==> config.mk <==
export PLATFORM = sky130hd
export DESIGN_NAME = uart_to_dual_spi_command_bridge
export DESIGN_NICKNAME = d
export VERILOG_FILES = /design/src/design/usdb_pkg.sv /design/src/design/usdb_decode.sv /design/src/design/uart_to_dual_spi_command_bridge.sv
export SDC_FILE = /design/constraint.sdc
export NUM_CORES = 1
export LEC_CHECK = 0
export ABC_CLOCK_PERIOD_IN_PS = 2100
export BUFFER_PORTS_ARGS = -buffer_cell sky130_fd_sc_hd__buf_2
export CAP_MARGIN = 20
export CORE_MARGIN = 2
export CORE_UTILIZATION = 48
export DETAILED_ROUTE_END_ITERATION = 8
export GPL_TIMING_DRIVEN = 1
export MAX_ROUTING_LAYER = met4
export PLACE_DENSITY_LB_ADDON = 0.1
export SYNTH_ARGS = -nofsm -noshare
export SYNTH_HDL_FRONTEND = slang
export SYNTH_SLANG_ARGS = --single-unit
==> constraint.sdc <==
create_clock -name clk -period 2.1 [get_ports clk]
set_clock_uncertainty 0.2 [all_clocks]
set_input_delay 0.42 -clock clk [delete_from_list [all_inputs] [get_ports clk]]
set_output_delay 0.42 -clock clk [all_outputs]
set_load 0.01 [all_outputs]
==> src/design/usdb_pkg.sv <==
`timescale 1ns / 1ps

package usdb_pkg;

	localparam int PhaseW = 5;

	typedef logic [PhaseW-1:0] phase_t;

	localparam phase_t PH_IDLE      = 5'd0;
	localparam phase_t PH_VEC_FIRST = 5'd1;
	localparam phase_t PH_VEC_LAST  = 5'd9;
	localparam phase_t PH_R12_A     = 5'd11;
	localparam phase_t PH_R6_LAST   = 5'd12;
	localparam phase_t PH_R8_FIRST  = 5'd13;
	localparam phase_t PH_R8_MID    = 5'd14;
	localparam phase_t PH_R8_LAST   = 5'd15;

	typedef enum logic [1:0] {
		CMD_REG     = 2'b00,
		CMD_ONESHOT = 2'b01,
		CMD_VEC     = 2'b10,
		CMD_NOP     = 2'b11
	} cmd_t;

	typedef enum logic [1:0] {
		ACK_NONE = 2'd0,
		ACK_VEC  = 2'd1,
		ACK_REG  = 2'd2
	} ack_t;

	localparam logic CH_REG = 1'b0;
	localparam logic CH_VEC = 1'b1;

	typedef struct packed {
		logic       spi_channel;
		logic       open_frame;
		logic [7:0] chunk_bits;
		logic [3:0] bit_count;
		logic       close_frame;
		logic [1:0] ack_code;
	} chunk_t;

endpackage

==> src/design/usdb_decode.sv <==
`timescale 1ns / 1ps

module usdb_decode (
	input  usdb_pkg::phase_t phase,
	input  logic [7:0]       rx_byte,
	output logic             emit,
	output usdb_pkg::chunk_t chunk,
	output usdb_pkg::phase_t phase_next
);

	import usdb_pkg::*;

	cmd_t cmd;

	assign cmd = cmd_t'(rx_byte[7:6]);

	always_comb begin
		emit       = 1'b0;
		chunk      = '0;
		phase_next = PH_IDLE;
		unique case (phase) inside
			PH_IDLE: begin
				unique case (cmd)
					CMD_REG: begin
						emit = 1'b1;
						chunk.spi_channel = CH_REG;
						chunk.open_frame  = 1'b1;
						chunk.chunk_bits  = {4'd0, rx_byte[3:0]};
						chunk.bit_count   = 4'd4;
						unique case (rx_byte[5:4])
							2'd0: phase_next = PH_R6_LAST;
							2'd1: phase_next = PH_R12_A;
							2'd2: phase_next = PH_R8_MID;
							default: phase_next = PH_R8_FIRST;
						endcase
					end
					CMD_ONESHOT: begin
						emit = 1'b1;
						chunk.spi_channel = CH_REG;
						chunk.open_frame  = 1'b1;
						chunk.chunk_bits  = {3'd0, rx_byte[4:0]};
						chunk.bit_count   = 4'd5;
						chunk.close_frame = 1'b1;
					end
					CMD_VEC: begin
						emit = 1'b1;
						chunk.spi_channel = CH_VEC;
						chunk.open_frame  = 1'b1;
						chunk.chunk_bits  = {6'd0, rx_byte[1:0]};
						chunk.bit_count   = 4'd2;
						phase_next = PH_VEC_FIRST;
					end
					default: begin
						emit = 1'b0;
					end
				endcase
			end
			[PH_VEC_FIRST:PH_VEC_LAST]: begin
				emit = 1'b1;
				chunk.spi_channel = CH_VEC;
				chunk.chunk_bits  = rx_byte;
				chunk.bit_count   = 4'd8;
				if (phase == PH_VEC_LAST) begin
					chunk.close_frame = 1'b1;
					chunk.ack_code    = ACK_VEC;
				end else begin
					phase_next = phase + PhaseW'(1);
				end
			end
			PH_R12_A, PH_R6_LAST: begin
				emit = 1'b1;
				chunk.spi_channel = CH_REG;
				chunk.chunk_bits  = {2'd0, rx_byte[5:0]};
				chunk.bit_count   = 4'd6;
				if (phase == PH_R6_LAST) begin
					chunk.close_frame = 1'b1;
					chunk.ack_code    = ACK_REG;
				end else begin
					phase_next = PH_R6_LAST;
				end
			end
			[PH_R8_FIRST:PH_R8_LAST]: begin
				emit = 1'b1;
				chunk.spi_channel = CH_REG;
				chunk.chunk_bits  = rx_byte;
				chunk.bit_count   = 4'd8;
				if (phase == PH_R8_LAST) begin
					chunk.close_frame = 1'b1;
					chunk.ack_code    = ACK_REG;
				end else begin
					phase_next = phase + PhaseW'(1);
				end
			end
			default: begin
				emit = 1'b0;
			end
		endcase
	end

endmodule

==> src/design/uart_to_dual_spi_command_bridge.sv <==
`timescale 1ns / 1ps

// Converts UART command bytes into SPI chunks for a register channel and a
// vector channel. Each input beat carries one received byte on rx_byte with
// in_valid and in_stall. Each output beat carries one chunk: the channel, the
// frame open and close marks, up to eight bits right aligned and sent MSB
// first, the number of valid bits, and an acknowledge code on the last chunk
// of a stream. No-op bytes produce no output beat.
// A byte accepted into the input register is decoded against the parse phase,
// and its chunk is loaded into the output register, which drives out_valid,
// once that register is free to take it.
// One byte can be accepted every cycle while in_stall is low; the parse
// phase is updated as each byte leaves the input register, so back-to-back
// bytes decode in order. When the receiver stalls, the output chunk holds,
// the waiting byte stays in the input register, and in_stall rises only
// when both are full. Reset returns the parser to idle, awaiting a command
// byte, and empties both registers.

module uart_to_dual_spi_command_bridge (
	input  logic       clk,
	input  logic       arst_n,
	input  logic       in_valid,
	output logic       in_stall,
	input  logic [7:0] rx_byte,
	output logic       out_valid,
	input  logic       out_stall,
	output logic       spi_channel,
	output logic       open_frame,
	output logic [7:0] chunk_bits,
	output logic [3:0] bit_count,
	output logic       close_frame,
	output logic [1:0] ack_code
);

	import usdb_pkg::*;

	logic       valid_s1;
	logic [7:0] byte_s1;
	phase_t     phase_q;
	phase_t     phase_next;
	logic       emit;
	chunk_t     chunk;
	chunk_t     chunk_s2;
	logic       valid_s2;
	logic       out_free;
	logic       advance;
	logic       in_take;

	assign out_free = !valid_s2 || !out_stall;
	assign advance  = valid_s1 && out_free;
	assign in_stall = valid_s1 && !out_free;
	assign in_take  = in_valid && !in_stall;

	usdb_decode u_decode (
		.phase      (phase_q),
		.rx_byte    (byte_s1),
		.emit       (emit),
		.chunk      (chunk),
		.phase_next (phase_next)
	);

	always_ff @(posedge clk or negedge arst_n) begin
		if (!arst_n) begin
			valid_s1 <= 1'b0;
			valid_s2 <= 1'b0;
			phase_q  <= PH_IDLE;
		end else begin
			if (in_take) begin
				valid_s1 <= 1'b1;
			end else if (advance) begin
				valid_s1 <= 1'b0;
			end
			if (advance) begin
				valid_s2 <= emit;
				phase_q  <= phase_next;
			end else if (!out_stall) begin
				valid_s2 <= 1'b0;
			end
		end
	end

	always_ff @(posedge clk) begin
		if (in_take) begin
			byte_s1 <= rx_byte;
		end
		if (advance) begin
			chunk_s2 <= chunk;
		end
	end

	assign out_valid   = valid_s2;
	assign spi_channel = chunk_s2.spi_channel;
	assign open_frame  = chunk_s2.open_frame;
	assign chunk_bits  = chunk_s2.chunk_bits;
	assign bit_count   = chunk_s2.bit_count;
	assign close_frame = chunk_s2.close_frame;
	assign ack_code    = chunk_s2.ack_code;

	a_phase_legal: assert property (@(posedge clk) disable iff (!arst_n)
		phase_q <= PH_VEC_LAST || (phase_q >= PH_R12_A && phase_q <= PH_R8_LAST))
		else $error("parse phase left the legal set");

	a_ack_closes: assert property (@(posedge clk) disable iff (!arst_n)
		out_valid && ack_code != ACK_NONE |-> close_frame)
		else $error("acknowledge without frame close");

	a_ack_channel: assert property (@(posedge clk) disable iff (!arst_n)
		out_valid && ack_code == ACK_VEC |-> spi_channel == CH_VEC)
		else $error("vector acknowledge on register channel");

	a_stall_full: assert property (@(posedge clk) disable iff (!arst_n)
		in_stall |-> valid_s1 && valid_s2 && out_stall)
		else $error("input stalled while pipeline has room");

	a_vec_stream_idle: assert property (@(posedge clk) disable iff (!arst_n)
		advance && phase_q == PH_VEC_LAST |=> phase_q == PH_IDLE)
		else $error("vector stream did not return to idle");

endmodule

==> impl_results.md <==
* Status: finished with violations
* Violated checks: negative setup slack
* Slew Viols, Final at 0
* Worst Setup Path Type: flop to flop
* Placed inst area at 0.00191 sq mm
* Synth Area in XOR/XNOR at 0.568%
* # rows at 20
* YS warnings at 0
* Largest family of logic cells by synthesized area: simple AND/OR/NAND/NOR gates
* Gr usage total at 20.4%
* R2r worst-path depth at 5
* Antenna cells at 0
* Most area-consuming cells after synthesis: edfxtp_1, dfrtp_1, ha_1
* CP endpoint kind: flop
* Worst hold path class: input pin to flop
* Register area at 928 sq um
* Leak at 0.901 nW
* CP Cell Sequence: buf_6 > or4_4 > a21o_1 > a21o_4 > o31a_1
* # DRC at 0
* Placer Congestion at 0.957
* Nets at 203
* CTS H-Tree Depth at 2
* Critical path arrival at 2.08 ns
* Cells after Synth at 125
* Die Span Y at 60.7 um
* Die area at 0.00368 sq mm
* Post-Synth Simple-Gate Area at 14.7%
* Post-synthesis async set-or-reset flop share at 21.9%
* Avg Cell Area, Syn at 12.3 sq um
* Final std cell area, no fill at 0.00211 sq mm
* Max-Cap Viols at 0
* Seq/Total Area, Yosys at 60.1%
* Boundary pin count at 31
* Top delay family on crit path: compound AO/OA/AOI/OAI gates
* Post-route antenna net violation count at 0
* Core area at 0.00305 sq mm
* Final Hold Viols at 0
* Initial Util at 50.5%
* Synth Register Bits at 32
* Initial antenna violation count at 0
* Vias per inst at 5.30
* Hold EP: byte_s1[5]
* Adder-Cell Fraction of Synth Area at 5.68%
* WHS Path Cells at 1
* Netlist cell types at 43
* Unrepaired setup endpoints after global routing: true
* Syn nets at 144
* Hold_sp: rx_byte[5]
* Port-buffer cells at 30
* Grt total ovfl at 0
* R2r setup slk at -0.09 ns
* Total power at 2.99 mW
* Pin count of the biggest net entering global routing at 25
* Root buffer cell: clkbuf_4
* Global-route wire length before repair at 5140 um
* Count leader, synth: edfxtp_1
* Area of the multi-input gates at 671 sq um
* Post-DR wirelength/cell at 14.7 um
* Vias in the first global route at 1,083
* CTS tree: yes
* Reg-to-reg endpoint: chunk_bits[4]
* DRT Wirelength at 3370 um
* Largest stage delay, worst path at 0.47 ns
* Post-synthesis mux area share at 0.649%
* Mapped cell area at 0.00154 sq mm
* Die width at 60.7 um
* Drt pass-1 iters at 4
* Synth top area share at 48.7%
* PnR worst setup slack at -0.0939 ns
* Slew margin rel. at 73.5%
* Vias at 1,213
* Post-synth EDFFs at 25
* Post-synth top flop: edfxtp_1
* Max Freq at 456 MHz
* Hpwl dp at 2300 um
* Max IR drop VDD at 674 uV
* Clock Path Buffers at 2
* Top post-synthesis cells by count: edfxtp_1, inv_1, nor2_1
* Critical Path Fanout Max at 7
* Clock transition at path regs at 0.13 ns
* Required time worst endpoint at 1.99 ns
* Filler cells at 221
* Later-pin clock latency in the skew report at 0.35 ns
* Num CTS Buffers at 5
* Area leader, netlist: edfxtp_1
* Critical path buffers and inverters at 1
* P&R area growth vs syn at 36.8%
* Final setup vio count at 8
* Final Cycle Share at 104%
* Crit path time final at 2.19 ns
* Reg-to-Reg Start: phase_q[0]
* Compound-Gate Fraction of Synth Area at 14.4%
* Layout cells sized above 1 at 50.3%
* CTS sink cnt at 32
* DRT iter0 DRCs at 61
* Slowest stage cell on the critical path: dfrtp_2
* Slew @ Worst Pin at 0.397 ns
* Power per standard cell area at 1420 mW/mm^2
* Critical path startpoint category: flop
[kinds of logic after synthesis]
group	Yosys count
AO/OA/AOI/OAI	30
AND/OR/NAND/NOR	40
flip-flops	32
adder cells (fa/ha/maj)	7
buffers and inverters	14
XOR/XNOR	1
multiplexers	1
[worst max path at each step]
stage	end	startpoint	depth (start not counted)	slack (ns)
after floorplan	close_frame	phase_q[1]	6	-0.001
after global placement	close_frame	phase_q[0]	5	-0.14
after detailed placement	chunk_bits[0]	phase_q[0]	5	-0.11
after CTS	chunk_bits[4]	phase_q[0]	5	-0.05
after global routing	chunk_bits[4]	phase_q[0]	5	-0.14
final	chunk_bits[4]	phase_q[0]	5	-0.09
[sequential cells by signal, summed over array words and instances, names as in the netlist]
| register | cells |
|---|---|
| phase_q | 5 |
| bit_count | 4 |
| spi_channel | 1 |
| out_valid | 1 |
| valid_s1 | 1 |
| ack_code | 2 |
| byte_s1 | 8 |
| close_frame | 1 |
| chunk_bits | 8 |
| open_frame | 1 |
[cell usage in the layout, fill, tap and decap left out, types with 4 or more instances in the layout]
cell,synthesis,final
buf_2,0,30
edfxtp_1,25,25
buf_4,0,25
nand2_1,7,7
nor2_1,8,7
inv_1,8,6
clkbuf_4,0,5
dfrtp_1,7,5
o211ai_1,4,4
ha_1,7,4
[cell type report]
| class | instances | share of cell area (%) |
|---|---|---|
| Sequential cell | 32 | 44.0 |
| Multi-Input combinational cell | 79 | 31.8 |
| Timing Repair Buffer | 57 | 17.0 |
| Tap cell | 44 | 2.61 |
| Clock buffer | 5 | 1.78 |
| Inverter | 9 | 1.60 |
| Clock inverter | 3 | 1.13 |
[per-stage QoR]
stage	util, %	setup WS (ns)	hold slack [ns]	std cells	TNS [ns]
global placement	62.6	-0.138	0.0657	218	-0.374
finish	69.1	-0.0939	0.0528	229	-0.279
floorplan	-	-0.00126	-0.0756	125	-0.00126
detailed placement	62.6	-0.106	0.0705	218	-0.375
CTS	66.7	-0.0488	0.0446	228	-0.0739
global route	69.1	-0.143	0.0239	229	-0.750
[per-layer routing]
metal	track usage, %	wire length, um
met4	5.90	36
met1	26.5	1390
met3	5.76	215
met5	-	0
met2	31.3	1720
[where the power goes]
part           total [mW]  internal [mW]  switching, mW
registers            1.05          0.947          0.102
clock network       0.369          0.132          0.237
logic                1.57          0.743          0.827
total                2.99           1.82           1.17
[timing repair]
item                                    CTS  global route
endpoints found under the setup margin   15            15
gates resized for setup                  10            17
buffers inserted                          1             1
hold buffers                              1             0
pin swaps                                 4             2
endpoints found under the hold margin     7             0
(Power assumes the default switching activity.)
